===== src/rtl/fqs_pkg.sv =====
// fqs_pkg: command and result words, command and status codes for the
// fifo queue with search core
// no dependencies
package fqs_pkg;

  localparam int unsigned CMD_W  = 3;
  localparam int unsigned STAT_W = 3;
  localparam int unsigned POS_W  = 6;
  localparam int unsigned OCC_W  = 7;
  localparam int unsigned DATA_W = 32;

  // command codes
  localparam logic [CMD_W-1:0] CMD_INSERT  = 3'd0;
  localparam logic [CMD_W-1:0] CMD_REMOVE  = 3'd1;
  localparam logic [CMD_W-1:0] CMD_DISPLAY = 3'd2;
  localparam logic [CMD_W-1:0] CMD_STATUS  = 3'd3;
  localparam logic [CMD_W-1:0] CMD_LOCATE  = 3'd4;

  // result status codes
  localparam logic [STAT_W-1:0] ST_DONE     = 3'd0;
  localparam logic [STAT_W-1:0] ST_FULL     = 3'd1;
  localparam logic [STAT_W-1:0] ST_EMPTY    = 3'd2;
  localparam logic [STAT_W-1:0] ST_ENTRY    = 3'd3;
  localparam logic [STAT_W-1:0] ST_NOTFOUND = 3'd4;

  typedef struct packed {
    logic [CMD_W-1:0]         cmd;
    logic signed [DATA_W-1:0] value;
  } req_t;

  typedef struct packed {
    logic [STAT_W-1:0]        status;
    logic [POS_W-1:0]         position;
    logic signed [DATA_W-1:0] entry_value;
    logic [OCC_W-1:0]         occupancy;
    logic                     last;
  } res_t;

endpackage


===== src/rtl/fifo_queue_with_search_core.sv =====
// fifo_queue_with_search_core: bounded fifo of signed 32-bit values with
// display and linear search, one command word at a time
// depends on fqs_pkg
//
// usage
//   command channel: a word (req_i) is taken at a rising edge where start
//   is high and busy is low. insert, remove and status never raise busy,
//   so such commands can follow in every cycle.
//   result channel: res_valid_o marks a result word on res_o for exactly
//   one cycle; the receiver cannot stall it. res_o.last flags the final
//   word caused by a command. insert of zero into a queue that is not
//   full and unused command codes give no result at all.
//   a command that leaves busy low shows its result in the cycle after it
//   is taken. display walks the stored entries through the entry memory,
//   one read a cycle with registered read data, and each entry word is
//   registered once more into res_o. locate walks the same way and adds a
//   finish state to close the match list (the last match is held back so
//   it can carry last). busy stays high for the whole walk, so no new
//   command is taken until it ends; its length is set by the single read
//   port of the entry memory.
//   reset: head and count clear, the queue is empty. the entry memory is
//   not cleared; only written slots are ever read.
module fifo_queue_with_search_core
  import fqs_pkg::*;
#(
  parameter int unsigned DEPTH = 64  // 1 to 64, bounded by the position field
) (
  input  logic clk_i,
  input  logic rst_ni,
  input  logic start,
  output logic busy,
  input  req_t req_i,
  output logic res_valid_o,
  output res_t res_o
);

  localparam int unsigned AW = (DEPTH > 1) ? $clog2(DEPTH) : 1;

  typedef enum logic [3:0] {
    S_IDLE   = 4'b0001,
    S_SCAN   = 4'b0010,  // issue one memory read per cycle
    S_DRAIN  = 4'b0100,  // last read data comes back
    S_FINISH = 4'b1000   // locate: flush held match or report not found
  } state_e;

  // head plus offset, wrapped at the queue depth
  function automatic logic [AW-1:0] slot_of(input logic [AW-1:0] head,
                                            input logic [OCC_W-1:0] k);
    logic [OCC_W:0] s;
    s = (OCC_W+1)'(head) + (OCC_W+1)'(k);
    if (s >= (OCC_W+1)'(DEPTH)) s = s - (OCC_W+1)'(DEPTH);
    return s[AW-1:0];
  endfunction

  function automatic res_t mk_res(input logic [STAT_W-1:0] st,
                                  input logic [POS_W-1:0] pos,
                                  input logic [DATA_W-1:0] val,
                                  input logic [OCC_W-1:0] occ,
                                  input logic lst);
    res_t r;
    r.status      = st;
    r.position    = pos;
    r.entry_value = val;
    r.occupancy   = occ;
    r.last        = lst;
    return r;
  endfunction

  // control state
  state_e           state_q, state_d;
  logic [AW-1:0]    head_q, head_d;
  logic [OCC_W-1:0] count_q, count_d;
  logic [OCC_W-1:0] k_q, k_d;          // next offset to read
  logic             locate_q, locate_d;
  logic             rd_valid_q, rd_valid_d;
  logic             pend_valid_q, pend_valid_d;
  logic             res_valid_q, res_valid_d;

  // payload
  logic [DATA_W-1:0] key_q, key_d;
  logic [POS_W-1:0]  rd_pos_q, rd_pos_d;
  logic              rd_last_q, rd_last_d;
  logic [POS_W-1:0]  pend_pos_q, pend_pos_d;
  logic [DATA_W-1:0] pend_val_q, pend_val_d;
  res_t              res_q, res_d;

  // entry memory, one write or one read a cycle
  logic [DATA_W-1:0] mem [DEPTH];
  logic [DATA_W-1:0] rdata_q;
  logic              we, re;
  logic [AW-1:0]     waddr, raddr;
  logic [DATA_W-1:0] wdata;

  logic full, empty;
  assign full  = (count_q >= OCC_W'(DEPTH));
  assign empty = (count_q == '0);

  always_comb begin
    state_d      = state_q;
    head_d       = head_q;
    count_d      = count_q;
    k_d          = k_q;
    locate_d     = locate_q;
    key_d        = key_q;
    rd_valid_d   = 1'b0;
    rd_pos_d     = rd_pos_q;
    rd_last_d    = rd_last_q;
    pend_valid_d = pend_valid_q;
    pend_pos_d   = pend_pos_q;
    pend_val_d   = pend_val_q;
    res_valid_d  = 1'b0;
    res_d        = res_q;
    we           = 1'b0;
    waddr        = '0;
    wdata        = '0;
    re           = 1'b0;
    raddr        = '0;

    case (state_q)
      S_IDLE: begin
        if (start) begin
          case (req_i.cmd)
            CMD_INSERT: begin
              if (full) begin
                res_valid_d = 1'b1;
                res_d = mk_res(ST_FULL, '0, '0, count_q, 1'b1);
              end else if (req_i.value != '0) begin
                // a zero value is never stored
                we          = 1'b1;
                waddr       = slot_of(head_q, count_q);
                wdata       = req_i.value;
                count_d     = count_q + OCC_W'(1);
                res_valid_d = 1'b1;
                res_d = mk_res(ST_DONE, '0, '0, count_d, 1'b1);
              end
            end
            CMD_REMOVE: begin
              res_valid_d = 1'b1;
              if (empty) begin
                res_d = mk_res(ST_EMPTY, '0, '0, count_q, 1'b1);
              end else begin
                head_d  = slot_of(head_q, OCC_W'(1));
                count_d = count_q - OCC_W'(1);
                res_d   = mk_res(ST_DONE, '0, '0, count_d, 1'b1);
              end
            end
            CMD_DISPLAY: begin
              if (empty) begin
                res_valid_d = 1'b1;
                res_d = mk_res(ST_EMPTY, '0, '0, count_q, 1'b1);
              end else begin
                locate_d = 1'b0;
                k_d      = '0;
                state_d  = S_SCAN;
              end
            end
            CMD_STATUS: begin
              res_valid_d = 1'b1;
              res_d = mk_res(ST_DONE, '0, '0, count_q, 1'b1);
            end
            CMD_LOCATE: begin
              if (empty) begin
                res_valid_d = 1'b1;
                res_d = mk_res(ST_NOTFOUND, '0, '0, count_q, 1'b1);
              end else begin
                locate_d     = 1'b1;
                key_d        = req_i.value;
                pend_valid_d = 1'b0;
                k_d          = '0;
                state_d      = S_SCAN;
              end
            end
            default: begin
            end
          endcase
        end
      end
      S_SCAN: begin
        re         = 1'b1;
        raddr      = slot_of(head_q, k_q);
        rd_valid_d = 1'b1;
        rd_pos_d   = k_q[POS_W-1:0];
        rd_last_d  = ((k_q + OCC_W'(1)) == count_q);
        k_d        = k_q + OCC_W'(1);
        if (rd_last_d) state_d = S_DRAIN;
      end
      S_DRAIN: begin
        state_d = locate_q ? S_FINISH : S_IDLE;
      end
      S_FINISH: begin
        res_valid_d = 1'b1;
        if (pend_valid_q) begin
          res_d = mk_res(ST_ENTRY, pend_pos_q, pend_val_q, count_q, 1'b1);
        end else begin
          res_d = mk_res(ST_NOTFOUND, '0, '0, count_q, 1'b1);
        end
        pend_valid_d = 1'b0;
        state_d      = S_IDLE;
      end
      default: begin
        state_d = S_IDLE;
      end
    endcase

    // read data stage, active in scan and drain only
    if (rd_valid_q) begin
      if (!locate_q) begin
        res_valid_d = 1'b1;
        res_d = mk_res(ST_ENTRY, rd_pos_q, rdata_q, count_q, rd_last_q);
      end else if (rdata_q == key_q) begin
        // hold the newest match back; the earlier one goes out now
        if (pend_valid_q) begin
          res_valid_d = 1'b1;
          res_d = mk_res(ST_ENTRY, pend_pos_q, pend_val_q, count_q, 1'b0);
        end
        pend_valid_d = 1'b1;
        pend_pos_d   = rd_pos_q;
        pend_val_d   = rdata_q;
      end
    end
  end

  always_ff @(posedge clk_i or negedge rst_ni) begin
    if (!rst_ni) begin
      state_q      <= S_IDLE;
      head_q       <= '0;
      count_q      <= '0;
      k_q          <= '0;
      locate_q     <= 1'b0;
      rd_valid_q   <= 1'b0;
      pend_valid_q <= 1'b0;
      res_valid_q  <= 1'b0;
      res_q        <= '0;
    end else begin
      state_q      <= state_d;
      head_q       <= head_d;
      count_q      <= count_d;
      k_q          <= k_d;
      locate_q     <= locate_d;
      rd_valid_q   <= rd_valid_d;
      pend_valid_q <= pend_valid_d;
      res_valid_q  <= res_valid_d;
      res_q        <= res_d;
    end
  end

  always_ff @(posedge clk_i) begin
    key_q      <= key_d;
    rd_pos_q   <= rd_pos_d;
    rd_last_q  <= rd_last_d;
    pend_pos_q <= pend_pos_d;
    pend_val_q <= pend_val_d;
  end

  // writes only happen in idle and reads only during a walk, so a read
  // never meets a write to the same slot
  always_ff @(posedge clk_i) begin
    if (we) mem[waddr] <= wdata;
    if (re) rdata_q <= mem[raddr];
  end

  assign busy        = (state_q != S_IDLE);
  assign res_valid_o = res_valid_q;
  assign res_o       = res_q;

endmodule


===== config.mk =====
export PLATFORM = sky130hd
export DESIGN_NAME = fifo_queue_with_search_core
export DESIGN_NICKNAME = d
export VERILOG_FILES = /design/src/rtl/fqs_pkg.sv /design/src/rtl/fifo_queue_with_search_core.sv
export SDC_FILE = /design/constraint.sdc
export NUM_CORES = 2
export LEC_CHECK = 0
export BUFFER_PORTS_ARGS = -buffer_cell sky130_fd_sc_hd__buf_2
export CORE_MARGIN = 2
export CORE_UTILIZATION = 30
export DETAILED_ROUTE_END_ITERATION = 8
export GPL_ROUTABILITY_DRIVEN = 0
export GPL_TIMING_DRIVEN = 0
export SYNTH_ARGS = -nofsm -noshare
export SYNTH_HDL_FRONTEND = slang
export SYNTH_SLANG_ARGS = --single-unit

===== constraint.sdc =====
create_clock -name clk_i -period 12.9 [get_ports clk_i]
set_input_delay 1.29 -clock clk_i [delete_from_list [all_inputs] [get_ports clk_i]]
set_output_delay 1.29 -clock clk_i [all_outputs]
set_load 0.01 [all_outputs]

==> results by group <==
Final layout
  – Area grow syn2layout: 17.14%
  – Most frequent cells in the layout: edfxtp_1 (2157), nand2_1 (623), a21oi_1 (384)
  – Commonest non-fill, non-tap cell in the layout: edfxtp_1
  – End-of-flow core utilization: between 30% and 40%
  – Layout cells sized above 1: between 10% and 20%
  – Final net count: 6345
  – Fillers: 27730

Flow run
  – Max_cap viols: 8

Clock network
  – TritonCTS Buffers: around 220
  – Clock Sinks: approximately 2200
  – Max clock buf depth: 3
  – Clock Latency Late Sink: approximately 0.9 ns
  – Setup bufs post-CTS: 0
  – Cts-stage hold buffer count: 0
  – H-tree depth: 4
  – Reg clk slew, reported paths: approximately 0.06 ns
  – Root Driver: clkbuf_16
  – CTS resizes: 0
  – CTS tree: built

GRT
  – Initial antenna violation count: 20
  – Gr ovfl total: 0
  – Global Route Usage Sum: about 20%
  – Vias in the first global route: approximately 55000
  – Global-route wire length before repair: between 400 and 500 mm
  – Largest net degree at the start of global routing: 71

Floorplanning
  – Cell Rows: 199
  – Die Width: ~550 um
  – Die Height: about 550 um
  – Core Region: a little under 0.3 mm^2
  – Starting density of the core: a little under a third
  – Number of I/O pins: slightly below 90
  – Die ar.: 0.3001 mm^2

Outcome
  – Status: complete, but fails checks
  – Failing checks: design-rule violations, max-capacitance violations, max-slew violations

Detailed routing
  – ANT nets after route: 0
  – # DRC: 5
  – Drt total wl: 316.0 mm
  – Drt pass-1 iters: 9
  – Via Count: between 50000 and 60000
  – Via density: 5.640
  – Iter 0 DRT Violations: just over 10000
  – Routed WL per cell: a little over 30 um

Timing
  – Max-slew headroom: -7.081%
  – Hold slack: about 0.23 ns
  – Hold Fails Final Rpt: 0
  – Final min period: 7.323 ns
  – Final Max Slew Viols: 38
  – RSZ-0062 raised after global routing: no
  – Final setup violation count: 0
  – Fmax: around 0.14 GHz
  – Final Cycle Share: between 50 and 60%
  – Actual slew at the worst max-slew pin: 1.606 ns
  – Final TNS setup: 0 ns
  – Skew final: just under 0.05 ns

Worst setup path
  – Critical path class: reg2reg
  – Crit path max fanout: 10
  – Critical path arrival: approximately 7.9 ns
  – Startpoint Class: flop
  – Crit end category: flop
  – Crit path required time: 13.51 ns

Yosys
  – Post-synth ARST share: 3.447%
  – Sequential fraction of the synthesis area: about 75%
  – Cell area after synthesis: approximately 0.09 mm^2
  – Number of flops mapped to enable cells by yosys: between 2000 and 2500
  – Synth warnings: 0
  – Netlist cell types: 81
  – Main synth FF type: edfxtp_1
  – FF+latch count, synth: 2234
  – Cell count after synthesis: 5882
  – Syn Area/Cell: ~15 um^2
  – Mapped Nets: 5937

Pwr
  – P_sw: approximately 6.4 mW
  – Worst VDD drop: roughly 0.13 mV
  – Share of total power in sequential cells: slightly above 40%
  – Combinational power share: between 20% and 30%
  – Switching share of power: about a third
  – Clk network pwr share: about a third
  – Pwr/cell area: between 150 and 200 mW/mm^2
  – Int Power: ~13 mW
  – Leakage: roughly 34 nW

Placed design
  – Port-buffer cells: slightly below 90
  – Post-DP HPWL: between 200 and 250 mm

Hold path
  – Hold Crit Class: in2async
cells in the mapped netlist (18+ instances only):
cell type | n | area (um^2)
nand4_1 | 47 | 294.0
a22oi_1 | 83 | 623.1
edfxtp_1 | 2157 | 64770
buf_1 | 62 | 232.7
a311oi_1 | 25 | 219.0
and3_1 | 60 | 375.4
clkbuf_1 | 245 | 919.6
nand2_1 | 623 | 2338
xor2_1 | 18 | 157.7
a31oi_1 | 102 | 638.1
dfrtp_1 | 76 | 1902
nor4_1 | 19 | 118.9
mux2_2 | 85 | 957.2
or3_1 | 40 | 250.2
o21a_1 | 20 | 150.1
a211oi_1 | 65 | 488.0
o211ai_1 | 55 | 412.9
mux4_2 | 22 | 495.5
o2111ai_1 | 18 | 157.7
nor2_1 | 294 | 1104
o21ai_0 | 145 | 725.7
o221ai_1 | 76 | 665.6
nor3_1 | 103 | 515.5
xnor2_1 | 52 | 455.4
and2_1 | 64 | 400.4
nand3_1 | 104 | 520.5
a21oi_1 | 384 | 1922
buf_2 | 86 | 430.4
o22ai_1 | 202 | 1264
a221oi_1 | 39 | 341.6
a2bb2oi_1 | 21 | 183.9
a211o_1 | 21 | 183.9
mux2i_1 | 268 | 2683
cell families (layout without fill, tap and decap cells):
kind of cell               Yosys count  count (layout)  synth area share, %
DFF                               2234            2234                75.17
and+or+nand+nor                   1397            1397                7.048
AOI/OAI and AO/OA                 1374            1374                10.26
buffers and inverters              415            1003                1.911
muxes                              375             375                4.661
xor gates and xnor gates            70              70               0.6910
adders and majority gates           17              17               0.2567
other                                0               6                    0
worst paths after layout:
| kind | end | startpoint | cells after the start | slack [ns] |
|---|---|---|---|---|
| setup / recovery | rdata_q[19]$_DFFE_PP_ | k_q[0]$_DFFE_PN0P_ | 12 | 5.58 |
| hold / removal | res_o[1]$_DFF_PN0_ | rst_ni | 1 | 0.23 |
| setup reg to reg | rdata_q[19]$_DFFE_PP_ | k_q[0]$_DFFE_PN0P_ | 12 | 5.58 |
| hold reg to reg | pend_pos_q[3]$_DFFE_PP_ | rd_pos_q[3]$_DFFE_PP_ | 0 | 0.49 |
| max in group asynchronous | state_q[0]$_DFFE_PN1P_ | rst_ni | 2 | 12.07 |
| min in group clk_i | pend_pos_q[3]$_DFFE_PP_ | rd_pos_q[3]$_DFFE_PP_ | 0 | 0.49 |
critical path: stages (launching register included):
cell      delay [ns]
dfrtp_1         0.51
ha_1            0.24
inv_1           0.05
fa_1            0.48
clkbuf_1        0.67
clkbuf_1        0.67
nand3_1         0.98
clkbuf_1        0.71
buf_1           0.42
o22ai_1         0.30
a21oi_1         0.19
o22ai_1         1.29
a211o_1         0.52
layer usage:
metal  wire length, um  vias up  share of wire [%]  track usage (%)
li1                  -    23940                  -                -
met1            116400    29410                 37            25.78
met2            132400     4329                 42            29.50
met3             44580      935                 14            7.694
met4             22390       20                7.1            11.98
met5               269        -              0.085           0.1583
state kept, by name, summed over array words and instances, names as in the netlist:
signal and cells:
state_q 4, mem 2048, locate_q 1, key_q 32, pend_pos_q 6, rd_pos_q 6
rd_last_q 1, rd_valid_q 1, res_valid_o 1, pend_valid_q 1, head_q 6, count_q 7
k_q 7, res_o 49, rdata_q 32, pend_val_q 32
power by group through the flow:
stage               Sequential, mW  Clock [mW]  Combinational [mW]
floorplan                     8.18           0                2.56
global placement              8.20           0                4.54
detailed placement            8.19           0                4.67
CTS                           8.04        6.45                4.69
global route                  8.05        6.72                4.98
finish                        8.04        6.43                4.91
through the flow:
| stage | power (mW) | instances | cell area, um^2 | setup WS (ns) |
|---|---|---|---|---|
| detailed placement | 12.87 | 9988 | 96760 | 6.341 |
| floorplan | 10.74 | 5882 | 88730 | 8.167 |
| finish | 19.39 | 10400 | 103900 | 5.577 |
| CTS | 19.18 | 10390 | 103900 | 6.292 |
| global placement | 12.74 | 9888 | 94070 | 5.120 |
| global route | 19.75 | 10390 | 103900 | 5.883 |
area by class of cell:
| cell class | count | area (um^2) | share of cell area [%] |
|---|---|---|---|
| antenna | 6 | 15.01 | 0.01445 |
| buffer | 399 | 1642 | 1.579 |
| clock buffer | 275 | 5754 | 5.537 |
| clock inverter | 126 | 1385 | 1.333 |
| inverter | 16 | 60.06 | 0.05779 |
| multi-input combinational | 3233 | 20910 | 20.12 |
| sequential | 2234 | 66700 | 64.18 |
| tap | 3919 | 4903 | 4.718 |
| timing repair buffer | 187 | 2564 | 2.467 |
(Power assumes the default switching activity.)
